--- src/design/ccpi_pkg.sv ---
// shared types and constants for the cc/cv pi duty controller
// no dependencies; used by cc_cv_pi_duty_controller
`default_nettype none

package ccpi_pkg;

	// request kinds
	localparam logic [1:0] REQ_RESTART = 2'd0;
	localparam logic [1:0] REQ_TICK    = 2'd1;
	localparam logic [1:0] REQ_CHECK   = 2'd2;

	// configuration register indexes
	localparam int CFG_IDX_W  = 3;
	localparam int CFG_DATA_W = 16;
	localparam logic [CFG_IDX_W-1:0] REG_VOLTAGE_TARGET   = 3'd0;
	localparam logic [CFG_IDX_W-1:0] REG_CURRENT_TARGET   = 3'd1;
	localparam logic [CFG_IDX_W-1:0] REG_CC_PROP_DIVISOR  = 3'd2;
	localparam logic [CFG_IDX_W-1:0] REG_CC_INTEG_DIVISOR = 3'd3;
	localparam logic [CFG_IDX_W-1:0] REG_CV_PROP_DIVISOR  = 3'd4;
	localparam logic [CFG_IDX_W-1:0] REG_CV_INTEG_DIVISOR = 3'd5;
	localparam logic [CFG_IDX_W-1:0] REG_SWITCH_LEVEL     = 3'd6;
	localparam logic [CFG_IDX_W-1:0] REG_START_IN_CC      = 3'd7;

	// field widths
	localparam int ADC_W    = 12;
	localparam int VS_W     = 16;
	localparam int DIV_W    = 16;
	localparam int DUTY_W   = 9;
	localparam int ACC_W    = 24;
	localparam int FRAC_W   = 8;
	// raw error (target - sample) and clamped error, signed
	localparam int DIFF_W   = VS_W + 1;
	localparam int ERR_W    = ADC_W + 1;
	// dividend magnitudes: |err|*256 and |acc|*256
	localparam int P_W      = ERR_W - 1 + FRAC_W;
	localparam int DVD_W    = ACC_W + FRAC_W;
	localparam int CNT_W    = $clog2(DVD_W + 1);
	// q.8 duty sum: duty*256 + proportional + integral quotient
	localparam int SUM_W    = DVD_W + 2;

	typedef struct packed {
		logic [1:0]        req_type;
		logic [VS_W-1:0]   voltage_sample;
		logic [ADC_W-1:0]  current_sample;
	} ccpi_req_t;

	typedef struct packed {
		logic [DUTY_W-1:0] duty_value;
		logic              cc_mode_now;
	} ccpi_rsp_t;

endpackage

`default_nettype wire

--- src/design/cc_cv_pi_duty_controller.sv ---
// Restart, mode check and unused kinds go from accept through the done state to the result register.
// A control tick runs a setup step, a 20-step proportional division,
// a 32-step integral division on the same shared restoring divider, one update, one output.
// Throughput: one item at a time; the next beat is taken once the result is registered.
// Reset (arst_n low): control and configuration registers to their reset values, duty DC_LOW, accumulator 0, cc mode.
// Depends on ccpi_pkg for payload types, register indexes and widths.
`default_nettype none

module cc_cv_pi_duty_controller #(
	parameter int ERR_HIGH         = 200,
	parameter int ERR_LOW          = -200,
	parameter int DC_HIGH          = 460,
	parameter int DC_LOW           = 25,
	parameter int TICKS_PER_PERIOD = 1024
) (
	input  wire                               clk,
	input  wire                               arst_n,
	input  wire                               req_valid,
	output logic                              req_stall,
	input  ccpi_pkg::ccpi_req_t               req_data,
	output logic                              rsp_valid,
	input  wire                               rsp_stall,
	output ccpi_pkg::ccpi_rsp_t               rsp_data,
	input  wire                               cfg_we,
	input  wire  [ccpi_pkg::CFG_IDX_W-1:0]    cfg_index,
	input  wire  [ccpi_pkg::CFG_DATA_W-1:0]   cfg_data
);

	// integral divisor ki * TICKS_PER_PERIOD
	localparam int KID_W = ccpi_pkg::DIV_W + $clog2(TICKS_PER_PERIOD + 1);

	localparam int DIFF_W = ccpi_pkg::DIFF_W;
	localparam int ERR_W  = ccpi_pkg::ERR_W;
	localparam int ACC_W  = ccpi_pkg::ACC_W;
	localparam int DUTY_W = ccpi_pkg::DUTY_W;
	localparam int DVD_W  = ccpi_pkg::DVD_W;
	localparam int P_W    = ccpi_pkg::P_W;
	localparam int CNT_W  = ccpi_pkg::CNT_W;
	localparam int SUM_W  = ccpi_pkg::SUM_W;
	localparam int FRAC_W = ccpi_pkg::FRAC_W;

	localparam logic signed [DIFF_W-1:0] ERR_HI_D = DIFF_W'(ERR_HIGH);
	localparam logic signed [DIFF_W-1:0] ERR_LO_D = DIFF_W'(ERR_LOW);
	localparam logic signed [SUM_W-1:0]  DC_HI_Q  = SUM_W'(DC_HIGH * 256);
	localparam logic signed [SUM_W-1:0]  DC_LO_Q  = SUM_W'(DC_LOW * 256);
	localparam logic [DUTY_W-1:0]        DC_HI_D  = DUTY_W'(DC_HIGH);
	localparam logic [DUTY_W-1:0]        DC_LO_D  = DUTY_W'(DC_LOW);

	localparam logic [2:0] ST_IDLE = 3'd0;
	localparam logic [2:0] ST_PDIV = 3'd1;
	localparam logic [2:0] ST_IDIV = 3'd2;
	localparam logic [2:0] ST_UPD  = 3'd3;
	localparam logic [2:0] ST_DONE = 3'd4;

	// configuration
	logic [ccpi_pkg::ADC_W-1:0] voltage_target_q;
	logic [ccpi_pkg::ADC_W-1:0] current_target_q;
	logic [ccpi_pkg::DIV_W-1:0] cc_prop_q;
	logic [ccpi_pkg::DIV_W-1:0] cc_integ_q;
	logic [ccpi_pkg::DIV_W-1:0] cv_prop_q;
	logic [ccpi_pkg::DIV_W-1:0] cv_integ_q;
	logic [ccpi_pkg::VS_W-1:0]  switch_level_q;
	logic                       start_in_cc_q;

	// regulator state
	logic [DUTY_W-1:0]       duty_q;
	logic signed [ACC_W-1:0] acc_q;
	logic                    cc_mode_q;

	logic [2:0] state_q;
	logic       rsp_valid_q;
	ccpi_pkg::ccpi_rsp_t rsp_q;

	// shared divider
	logic [DVD_W-1:0]  dvd_q;
	logic [KID_W-1:0]  dvs_q;
	logic [KID_W-1:0]  rem_q;
	logic [DVD_W-1:0]  quo_q;
	logic [CNT_W-1:0]  cnt_q;
	logic              neg_q;
	logic [KID_W-1:0]  kid_q;
	logic signed [P_W:0] qp_q;

	logic accept;
	logic rsp_free;

	logic signed [DIFF_W-1:0] diff;
	logic signed [ERR_W-1:0]  err;
	logic [ERR_W-2:0]         err_mag;
	logic signed [ACC_W-1:0]  acc_nx;
	logic [ACC_W-1:0]         acc_mag;
	logic [ccpi_pkg::DIV_W-1:0] kp_sel;
	logic [ccpi_pkg::DIV_W-1:0] ki_sel;
	logic [KID_W-1:0]         kid;

	logic [KID_W:0]   rem_sh;
	logic [KID_W+1:0] rem_diff;
	logic             qbit;
	logic [KID_W-1:0] rem_nx;
	logic [DVD_W-1:0] quo_nx;

	logic signed [P_W:0]   qp_nx;
	logic signed [DVD_W:0] qi;
	logic signed [SUM_W-1:0] sum;
	logic [DUTY_W-1:0]     duty_nx;

	assign accept    = req_valid && !req_stall;
	assign req_stall = (state_q != ST_IDLE);
	assign rsp_free  = !rsp_valid_q || !rsp_stall;
	assign rsp_valid = rsp_valid_q;
	assign rsp_data  = rsp_q;

	// error, clamped; the difference is exact so a large voltage saturates low
	always_comb begin
		if (cc_mode_q) begin
			diff = $signed({5'd0, current_target_q}) - $signed({5'd0, req_data.current_sample});
		end else begin
			diff = $signed({5'd0, voltage_target_q}) - $signed({1'b0, req_data.voltage_sample});
		end
		if (diff > ERR_HI_D) begin
			err = ERR_W'(ERR_HI_D);
		end else if (diff < ERR_LO_D) begin
			err = ERR_W'(ERR_LO_D);
		end else begin
			err = diff[ERR_W-1:0];
		end
		err_mag = err[ERR_W-1] ? (ERR_W-1)'(-err) : err[ERR_W-2:0];
		acc_nx  = acc_q + ACC_W'(err);
		acc_mag = acc_q[ACC_W-1] ? ACC_W'(-acc_q) : acc_q;
	end

	// gains of the present mode, zero acts as one
	always_comb begin
		kp_sel = cc_mode_q ? cc_prop_q : cv_prop_q;
		ki_sel = cc_mode_q ? cc_integ_q : cv_integ_q;
		if (kp_sel == '0) begin
			kp_sel = ccpi_pkg::DIV_W'(1);
		end
		if (ki_sel == '0) begin
			ki_sel = ccpi_pkg::DIV_W'(1);
		end
		kid = KID_W'(ki_sel) * KID_W'(TICKS_PER_PERIOD);
	end

	// one restoring step
	always_comb begin
		rem_sh   = {rem_q, dvd_q[DVD_W-1]};
		rem_diff = {1'b0, rem_sh} - {2'b00, dvs_q};
		qbit     = !rem_diff[KID_W+1];
		rem_nx   = qbit ? rem_diff[KID_W-1:0] : rem_sh[KID_W-1:0];
		quo_nx   = {quo_q[DVD_W-2:0], qbit};
		qp_nx    = neg_q ? -$signed({1'b0, quo_nx[P_W-1:0]}) : $signed({1'b0, quo_nx[P_W-1:0]});
	end

	// q.8 duty update with clamp
	always_comb begin
		qi  = neg_q ? -$signed({1'b0, quo_q}) : $signed({1'b0, quo_q});
		sum = $signed({{(SUM_W-DUTY_W-FRAC_W){1'b0}}, duty_q, {FRAC_W{1'b0}}})
			+ SUM_W'(qp_q) + SUM_W'(qi);
		if (sum >= DC_HI_Q) begin
			duty_nx = DC_HI_D;
		end else if (sum <= DC_LO_Q) begin
			duty_nx = DC_LO_D;
		end else begin
			duty_nx = sum[DUTY_W+FRAC_W-1:FRAC_W];
		end
	end

	// configuration writes
	always_ff @(posedge clk or negedge arst_n) begin
		if (!arst_n) begin
			voltage_target_q <= '0;
			current_target_q <= '0;
			cc_prop_q        <= ccpi_pkg::DIV_W'(1);
			cc_integ_q       <= ccpi_pkg::DIV_W'(1);
			cv_prop_q        <= ccpi_pkg::DIV_W'(1);
			cv_integ_q       <= ccpi_pkg::DIV_W'(1);
			switch_level_q   <= '0;
			start_in_cc_q    <= 1'b1;
		end else if (cfg_we) begin
			unique case (cfg_index)
				ccpi_pkg::REG_VOLTAGE_TARGET:   voltage_target_q <= cfg_data[ccpi_pkg::ADC_W-1:0];
				ccpi_pkg::REG_CURRENT_TARGET:   current_target_q <= cfg_data[ccpi_pkg::ADC_W-1:0];
				ccpi_pkg::REG_CC_PROP_DIVISOR:  cc_prop_q        <= cfg_data;
				ccpi_pkg::REG_CC_INTEG_DIVISOR: cc_integ_q       <= cfg_data;
				ccpi_pkg::REG_CV_PROP_DIVISOR:  cv_prop_q        <= cfg_data;
				ccpi_pkg::REG_CV_INTEG_DIVISOR: cv_integ_q       <= cfg_data;
				ccpi_pkg::REG_SWITCH_LEVEL:     switch_level_q   <= cfg_data;
				ccpi_pkg::REG_START_IN_CC:      start_in_cc_q    <= cfg_data[0];
				default: ;
			endcase
		end
	end

	// sequencer, regulator state and result register
	always_ff @(posedge clk or negedge arst_n) begin
		if (!arst_n) begin
			state_q     <= ST_IDLE;
			rsp_valid_q <= 1'b0;
			duty_q      <= DC_LO_D;
			acc_q       <= '0;
			cc_mode_q   <= 1'b1;
			cnt_q       <= '0;
		end else begin
			if (state_q == ST_DONE && rsp_free) begin
				rsp_valid_q <= 1'b1;
			end else if (!rsp_stall) begin
				rsp_valid_q <= 1'b0;
			end
			unique case (state_q)
				ST_IDLE: begin
					if (accept) begin
						unique case (req_data.req_type)
							ccpi_pkg::REQ_RESTART: begin
								duty_q    <= DC_LO_D;
								acc_q     <= '0;
								cc_mode_q <= start_in_cc_q;
								state_q   <= ST_DONE;
							end
							ccpi_pkg::REQ_TICK: begin
								acc_q   <= acc_nx;
								cnt_q   <= CNT_W'(P_W);
								state_q <= ST_PDIV;
							end
							ccpi_pkg::REQ_CHECK: begin
								if (cc_mode_q && (req_data.voltage_sample > switch_level_q)) begin
									acc_q     <= '0;
									cc_mode_q <= 1'b0;
								end
								state_q <= ST_DONE;
							end
							default: state_q <= ST_DONE;
						endcase
					end
				end
				ST_PDIV: begin
					if (cnt_q == CNT_W'(1)) begin
						cnt_q   <= CNT_W'(DVD_W);
						state_q <= ST_IDIV;
					end else begin
						cnt_q <= cnt_q - CNT_W'(1);
					end
				end
				ST_IDIV: begin
					cnt_q <= cnt_q - CNT_W'(1);
					if (cnt_q == CNT_W'(1)) begin
						state_q <= ST_UPD;
					end
				end
				ST_UPD: begin
					duty_q  <= duty_nx;
					state_q <= ST_DONE;
				end
				ST_DONE: begin
					if (rsp_free) begin
						state_q <= ST_IDLE;
					end
				end
				default: state_q <= ST_IDLE;
			endcase
		end
	end

	// datapath registers without reset
	always_ff @(posedge clk) begin
		if (state_q == ST_DONE && rsp_free) begin
			rsp_q.duty_value  <= duty_q;
			rsp_q.cc_mode_now <= cc_mode_q;
		end
		if (state_q == ST_IDLE && accept) begin
			// proportional dividend left-aligned so only its own width is stepped
			dvd_q <= {err_mag, {FRAC_W{1'b0}}, {(DVD_W-P_W){1'b0}}};
			dvs_q <= KID_W'(kp_sel);
			rem_q <= '0;
			quo_q <= '0;
			neg_q <= err[ERR_W-1];
			kid_q <= kid;
		end else if (state_q == ST_PDIV) begin
			if (cnt_q == CNT_W'(1)) begin
				qp_q  <= qp_nx;
				dvd_q <= {acc_mag, {FRAC_W{1'b0}}};
				dvs_q <= kid_q;
				rem_q <= '0;
				quo_q <= '0;
				neg_q <= acc_q[ACC_W-1];
			end else begin
				dvd_q <= {dvd_q[DVD_W-2:0], 1'b0};
				rem_q <= rem_nx;
				quo_q <= quo_nx;
			end
		end else if (state_q == ST_IDIV) begin
			dvd_q <= {dvd_q[DVD_W-2:0], 1'b0};
			rem_q <= rem_nx;
			quo_q <= quo_nx;
		end
	end

	// a tick always starts the proportional division
	a_tick_starts: assert property (@(posedge clk) disable iff (!arst_n)
		(state_q == ST_IDLE && accept && req_data.req_type == ccpi_pkg::REQ_TICK)
		|=> (state_q == ST_PDIV))
		else $error("tick did not start the divider");

	// partial remainder stays below the divisor while dividing
	a_rem_bound: assert property (@(posedge clk) disable iff (!arst_n)
		(state_q == ST_PDIV || state_q == ST_IDIV) |-> (rem_q < dvs_q))
		else $error("divider remainder out of range");

	// cc mode only comes back through a restart
	a_cc_rise: assert property (@(posedge clk) disable iff (!arst_n)
		$rose(cc_mode_q) |-> $past(accept && req_data.req_type == ccpi_pkg::REQ_RESTART))
		else $error("cc mode set without restart");

	// a result beat is only produced from the done step
	a_rsp_src: assert property (@(posedge clk) disable iff (!arst_n)
		$rose(rsp_valid_q) |-> $past(state_q == ST_DONE))
		else $error("result raised outside done");

	// divider count never idles at zero while dividing
	a_cnt_live: assert property (@(posedge clk) disable iff (!arst_n)
		(state_q == ST_PDIV || state_q == ST_IDIV) |-> (cnt_q != '0))
		else $error("divider count ran out");

endmodule

`default_nettype wire
--- config.mk ---
export PLATFORM = sky130hd
export DESIGN_NAME = cc_cv_pi_duty_controller
export DESIGN_NICKNAME = d
export VERILOG_FILES = /design/src/design/ccpi_pkg.sv /design/src/design/cc_cv_pi_duty_controller.sv
export SDC_FILE = /design/constraint.sdc
export NUM_CORES = 1
export LEC_CHECK = 0
export BUFFER_PORTS_ARGS = -buffer_cell sky130_fd_sc_hd__buf_2
export CAP_MARGIN = 5
export CELL_PAD_IN_SITES_DETAIL_PLACEMENT = 0
export CELL_PAD_IN_SITES_GLOBAL_PLACEMENT = 2
export CORE_ASPECT_RATIO = 0.8
export CORE_MARGIN = 2
export CORE_UTILIZATION = 40
export CTS_BUF_LIST = sky130_fd_sc_hd__clkbuf_16
export CTS_CLUSTER_DIAMETER = 50
export CTS_CLUSTER_SIZE = 12
export DETAILED_ROUTE_END_ITERATION = 7
export GPL_ROUTABILITY_DRIVEN = 0
export HOLD_SLACK_MARGIN = 0.05
export MAX_ROUTING_LAYER = met4
export PLACE_DENSITY_LB_ADDON = 0.1
export RECOVER_POWER = 100
export SLEW_MARGIN = 20
export SYNTH_ARGS = -nofsm -noshare
export SYNTH_HDL_FRONTEND = slang
export SYNTH_SLANG_ARGS = --single-unit
--- constraint.sdc ---
create_clock -name clk -period 10.04 [get_ports clk]
set_clock_uncertainty 0.2 [all_clocks]
set_input_delay 1.004 -clock clk [delete_from_list [all_inputs] [get_ports clk]]
set_output_delay 1.004 -clock clk [all_outputs]
set_load 0.005 [all_outputs]
* After elaboration in Yosys (flattened, before gate mapping) *
Cells that the tools add are included.

word-level totals
  register bits after elaboration = 314
  bits of input ports = 54
  output and inout bits = 12
  logic and storage cells = 152

cells by class
  add/subtract/negate cells = 11
  magnitude comparators = 5
  equal/unequal tests = 22
  multiplexer cells = 48
  bitwise operators = 1
  reduce and logical (&&, ||, !) cells = 39

operators by type and width
  cell                  count
  $mux 32               7
  $mux 27               4
  $mux 16               6
  $pmux 24 s3           1
  $mux 24               2
  $mux 9                4
  $add 22x33->34        1
  $ge 34x18->1 const B  1
  $le 34x14->1 const B  1
  $mux 33               1
  $neg 32->33           1
  $logic_not 16->1      2
  $sub 28x26->29        1
  $mux 13               2
  $add 24x13->24        1
  $neg 24->24           1
  $add 18x21->22        1
  $neg 20->21           1
  $mux 20               1
  $reduce_and 2->1      10
  $mux 6                3
  $pmux 6 s3            1
  $pmux 9 s2            1
  $gt 17x9->1 const B   1
  30 further kinds      71

* Logic depth before layout (Yosys ltp) *
  depth in word-level cells = 8
  depth in mapped cells = 28
  mapped depth without buffers = 27

* Worst setup path after synthesis *
Ideal clock, no wire load.

  path type = input-to-reg
  start = in req_data[14] (netlist name)
  end = reg acc_q[20]
  setup time = 0.122 ns
  arrival = 6.620 ns
  required time = 9.718 ns
  slack = 3.098 ns
  cell stages on the path = 26
  path buffers = 1
  cells stage by stage = inv_1 -> ha_1 -> nor2b_1 -> o31a_1 -> o41ai_2 -> a211oi_1 -> xnor2_1 -> or3_1 -> a221oi_1 -> nand2_1 -> or4_1 -> and2_1 -> clkbuf_1 -> nand2b_1 -> ha_1 -> a21oi_1 -> nand2_1 -> a21oi_1 -> nand2_1 -> o31a_1 -> maj3_1 -> a21oi_1 -> a211o_1 -> o21ai_0 -> a211o_1 -> a32o_1

between the ends
  cells in the longest elaborated chain, start to end = 7
  elaborated cells on any way between the ends = 12
  classes of those cells = 2 x add/sub; 3 x order compare; 1 x eq/ne; 4 x mux; 2 x reduce/logical

RTL lines
  element                 line                             source
  start: declaration      cc_cv_pi_duty_controller.sv:20   input ccpi_pkg::ccpi_req_t req_data,
  $sub 12x16->17          cc_cv_pi_duty_controller.sv:118  diff = $signed({5'd0, voltage_target_q}) - $signed({1'b0, req_data.voltage_sample});
  $mux 17                 cc_cv_pi_duty_controller.sv:115  if (cc_mode_q) begin
  $lt 17x9->1             cc_cv_pi_duty_controller.sv:122  end else if (diff < ERR_LO_D) begin
  $mux 13                 cc_cv_pi_duty_controller.sv:122
  $mux 13                 cc_cv_pi_duty_controller.sv:120  if (diff > ERR_HI_D) begin
  $add 24x13->24          cc_cv_pi_duty_controller.sv:128  acc_nx = acc_q + ACC_W'(err);
  $pmux 24 s3             cc_cv_pi_duty_controller.sv:213  unique case (req_data.req_type)
  end signal: assignment  cc_cv_pi_duty_controller.sv:221  acc_q <= acc_nx;
  end: declaration        cc_cv_pi_duty_controller.sv:67   logic signed [ACC_W-1:0] acc_q;

Several ways; a longest one is shown, not always the timed one.
A chain may end at the register's enable or synchronous reset.

* Final worst setup path *
  start = reg quo_q[0]
  end = reg duty_q[4]

between the ends
  cells in the longest elaborated chain, start to end = 7
  elaborated cells on any way between the ends = 8
  classes of those cells = 2 x add/sub; 2 x order compare; 4 x mux

RTL lines
  element                   line                             source
  start: declaration        cc_cv_pi_duty_controller.sv:78   logic [DVD_W-1:0] quo_q;
  start signal: assignment  cc_cv_pi_duty_controller.sv:289  quo_q <= quo_nx;
  start signal: assignment  cc_cv_pi_duty_controller.sv:294  quo_q <= quo_nx;
  $neg 32->33               cc_cv_pi_duty_controller.sv:157  qi = neg_q ? -$signed({1'b0, quo_q}) : $signed({1'b0, quo_q});
  $mux 33 *                 cc_cv_pi_duty_controller.sv:157
  $add 22x33->34 *          cc_cv_pi_duty_controller.sv:159  + SUM_W'(qp_q) + SUM_W'(qi);
  $le 34x14->1              cc_cv_pi_duty_controller.sv:162  end else if (sum <= DC_LO_Q) begin
  $mux 9                    cc_cv_pi_duty_controller.sv:162
  $mux 9 *                  cc_cv_pi_duty_controller.sv:160  if (sum >= DC_HI_Q) begin
  $pmux 9 s2 *              cc_cv_pi_duty_controller.sv:210  unique case (state_q)
  end signal: assignment    cc_cv_pi_duty_controller.sv:251  duty_q <= duty_nx;
  end: declaration          cc_cv_pi_duty_controller.sv:66   logic [DUTY_W-1:0] duty_q;

Mark *: on every way between the ends. The rest lies on a longest branch, timed or not.

==> results.py <==
metrics = {
    "die": {
        "die_h_um": 208,
        "rows": 74,
        "core_area_um2": 51100,
        "initial_core_util": 0.406,
        "fp.dieW_um": 259,
        "die_area_um2": 53700,
        "io_pins": 66,
    },
    "run_status": {
        "status": "finished, violations left",
        "violations": "capacitance limit, slew limit",
    },
    "yosys": {
        "synth_edf_count": 76,
        "syn_area_per_cell_um2": 9.40,
        "syn-cell-area_um2": 20700,
        "yosys_warnings": 0,
        "ys_types": 101,
        "synthFlopType": "dfrtp_1",
        "yosys.area.top_type_share": 0.169,
        "synth_area_leaders": "dfrtp_1 17%, edfxtp_1 11%, ha_1 9.2%, dfxtp_1 7.8%, mux2_2 6.5%",
        "netlist.top_cell.by_area": "dfrtp_1",
        "synth_nets": 2426,
        "synth_seq_cells": 306,
        "synthArstFlopShare": 0.487,
        "ys_seq_area_frac": 0.368,
        "syn_inst": 2206,
    },
    "timing": {
        "setup_viol": 0,
        "tightest_slew_ns": 5.01,
        "final_max_slew_viol_count": 438,
        "rsz0062_at_grt": "false",
        "fin_tns_setup_ns": 0,
        "relSlewSlack": -2.34,
        "fin_ws_ns": 1.85,
        "finalHoldViolCount": 0,
        "max_freq_mhz": 122,
        "timing.final.crit_share": 0.815,
        "holdWs_ns": 0.254,
        "period_needed_ns": 8.19,
    },
    "finish": {
        "fill_cells": 5034,
        "finalNonFillerCells": 2950,
        "final_common_cell": "nand2_1",
        "area_delta_synth_final_pct": 10.3,
        "drive_above_1_share": 0.123,
        "fin_nets": 2454,
        "seqCellArea_um2": 7640,
        "final_util": 0.448,
        "mostFrequentLayoutCells": "206 x nand2_1, 154 x o21ai_0, 152 x ha_1",
        "multi_input_area_um2": 12100,
    },
    "pwr": {
        "pwr_density_cell_nw_per_um2": 151,
        "power_frac_seq": 0.413,
        "netSwitchingFraction": 0.277,
        "max-vdd-ir-drop_mv": 0.125,
        "p_int_mw": 2.49,
        "p_sw_uw": 954,
        "p_comb_frac": 0.156,
        "clkPwrFrac": 0.430,
        "leakage_nw": 9.92,
    },
    "worst_setup_path": {
        "cpPeakStageDelay_ns": 1.01,
        "r2r-start": "quo_q[0]$_SDFFE_PP0N_",
        "r2r_end": "duty_q[4]$_DFFE_PN1P_",
        "crit_start": "quo_q[0]$_SDFFE_PP0N_",
        "rrSetupSlack_ns": 1.85,
        "r2r_cells": 24,
        "path_cells": "inv_1, ha_1, nand2_1, or3_1, or3_1, or3_1, or3_1, nor4_1, nand2_1, o21a_1, xor2_1, ha_1, ha_1, a21o_1, a21o_1, a21oi_1, o22ai_1, nor2_1, mux2i_1, a2111o_1, or4_1, a2111oi_0, or2b_2, o221a_2",
        "critPathMaxFanout": 11,
        "worstSetupEndpointType": "flop",
        "crit_slowest_cell": "a2111oi_0",
        "crit_top_cell": "or3_1",
        "crit_path_end": "duty_q[4]$_DFFE_PN1P_",
        "start_kind": "flop",
        "required_ns": 10.33,
        "worstSetupPathType": "reg2reg",
        "cp_data_arrival_time_ns": 8.48,
    },
    "global_routing": {
        "grt_first_pass_wirelength_um": 88400,
        "grt_pass1_vias": 15800,
        "grtUsageTotal": 0.211,
        "antenna_found_initial": 1,
        "grt_max_degree": 84,
        "grt_overflow": 0,
    },
    "clock_network": {
        "htree_num_levels": 2,
        "cts.sinks": 306,
        "ctsResizeCount": 0,
        "cts_tree": "done",
        "clockBufferDepth": 3,
        "numCtsBuffers": 40,
        "cts_setup_buffers": 0,
        "clock_latency_ns": 0.57,
        "cts-hold-fix-buffers": 0,
        "cts_root_buffer": "clkbuf_16",
        "clkTransAtPathRegs_ns": 0.06,
    },
    "detailed_routing": {
        "vias_per_cell": 5.52,
        "drc": 0,
        "num_vias": 16300,
        "drtIter0Drc": 1058,
        "first_pass_iters": 5,
        "detail_route.wl_per_cell_um": 18.6,
        "finalWirelength_um": 54900,
        "antenna_left": 0,
    },
    "placed_design": {
        "dp_hpwl_um": 40700,
        "placed_cells": 2875,
        "port-buffer-count": 65,
        "dp_slack_ns": 2.09,
    },
    "hold_path": {
        "hold_path_class": "reg2reg",
    },
    "run": {
        "max-cap-violations": 9,
    },
}
==> kinds of logic after synthesis <==
group | count (synthesis) | share of synthesized area
AOI/OAI and AO/OA | 628 | 0.205
and+or+nand+nor | 589 | 0.138
buffers and inverters | 231 | 0.0468
DFF | 306 | 0.368
xor gates and xnor gates | 136 | 0.0574
muxes | 148 | 0.0786
adders and majority gates | 168 | 0.106
==> worst max-delay path: cells and delay by family, from the launching register on <==
| family | cells | cell delay [ns] |
|---|---|---|
| and+or+nand+nor | 10 | 3.36 |
| muxes | 1 | 0.09 |
| buffers and inverters | 1 | 0.20 |
| AOI/OAI and AO/OA | 8 | 2.83 |
| DFF | 1 | 0.31 |
| xor gates and xnor gates | 1 | 0.15 |
| adders and majority gates | 3 | 0.95 |
==> routing by layer <==
metal,GRT usage,vias to the layer above,part of all wire
met4,0.0466,0,0.019
li1,-,8143,-
met2,0.297,270,0.41
met1,0.318,7809,0.53
met3,0.0277,67,0.038
met5,-,-,0
==> worst min path at each step <==
stage | from | endpoint | slack, ns | cells past startpoint
2_1_floorplan | duty_q[1]$_DFFE_PN0P_ | rsp_data[2]$_DFFE_PP_ | 0.22 | 0
3_3_place_gp | dvd_q[12]$_SDFFE_PP0N_ | dvd_q[12]$_SDFFE_PP0N_ | 0.24 | 2
3_5_place_dp | dvd_q[11]$_SDFFE_PP0N_ | dvd_q[11]$_SDFFE_PP0N_ | 0.25 | 2
4_1_cts | dvs_q[23]$_SDFFE_PP0P_ | dvs_q[23]$_SDFFE_PP0P_ | 0.26 | 2
5_1_grt | dvs_q[22]$_SDFFE_PP0P_ | dvs_q[22]$_SDFFE_PP0P_ | 0.28 | 2
6_report | dvs_q[23]$_SDFFE_PP0P_ | dvs_q[23]$_SDFFE_PP0P_ | 0.25 | 2
==> cell type report <==
type                       count  area share
clock buffer                  43      0.0470
antenna                        1    0.000109
multi-input combinational   1669       0.529
timing repair buffer          83      0.0172
tap                          684      0.0374
sequential                   306       0.334
inverter                     134      0.0220
clock inverter                30      0.0131
==> power by group through the flow <==
stage                     combinational (mW)  sequential, mW  clock (mW)
after global routing                   0.597            1.44        1.58
after CTS                              0.541            1.43        1.53
after floorplan                        0.388            1.43           0
after detailed placement               0.537            1.45           0
after global placement                 0.532            1.45           0
final                                  0.539            1.43        1.48
==> flip-flops by register name, indices dropped and copies added, names as in the netlist <==
register / flops
kid_q: 16
cc_mode_q: 1
quo_q: 32
cc_integ_q: 16
dvs_q: 26
duty_q: 9
state_q: 3
rem_q: 27
switch_level_q: 16
cnt_q: 6
rsp_valid: 1
cc_prop_q: 16
dvd_q: 24
cv_prop_q: 16
current_target_q: 12
qp_q: 21
acc_q: 24
start_in_cc_q: 1
rsp_data: 10
neg_q: 1
voltage_target_q: 12
cv_integ_q: 16
==> Yosys cell counts (16+ instances only) <==
library cell  instances
a22o_1               42
nand2_1             206
nand3_1              39
a31oi_1              17
inv_1               133
mux2_2              119
or2_2                16
dfrtp_1             140
nand2b_1             18
o21a_1               28
mux2i_1              29
a211oi_1             19
nor2_1              114
or3_1                22
a21oi_1             139
a21o_1               53
xnor2_1              82
o21ai_0             154
edfxtp_1             76
o211ai_1             16
nor4_1               18
nand4_1              22
nor3_1               41
nor2b_1              21
dfxtp_1              81
xor2_1               54
ha_1                152
clkbuf_1             81
o31ai_1              27
==> per-stage QoR <==
stage                     total power, mW  cell area (µm²)
final                                3.45            22900
after global routing                 3.62            22900
after CTS                            3.49            23000
after detailed placement             1.99            21600
after global placement               1.98            21600
after floorplan                      1.82            20700
No activity file was read; power rests on OpenSTA's default activity.
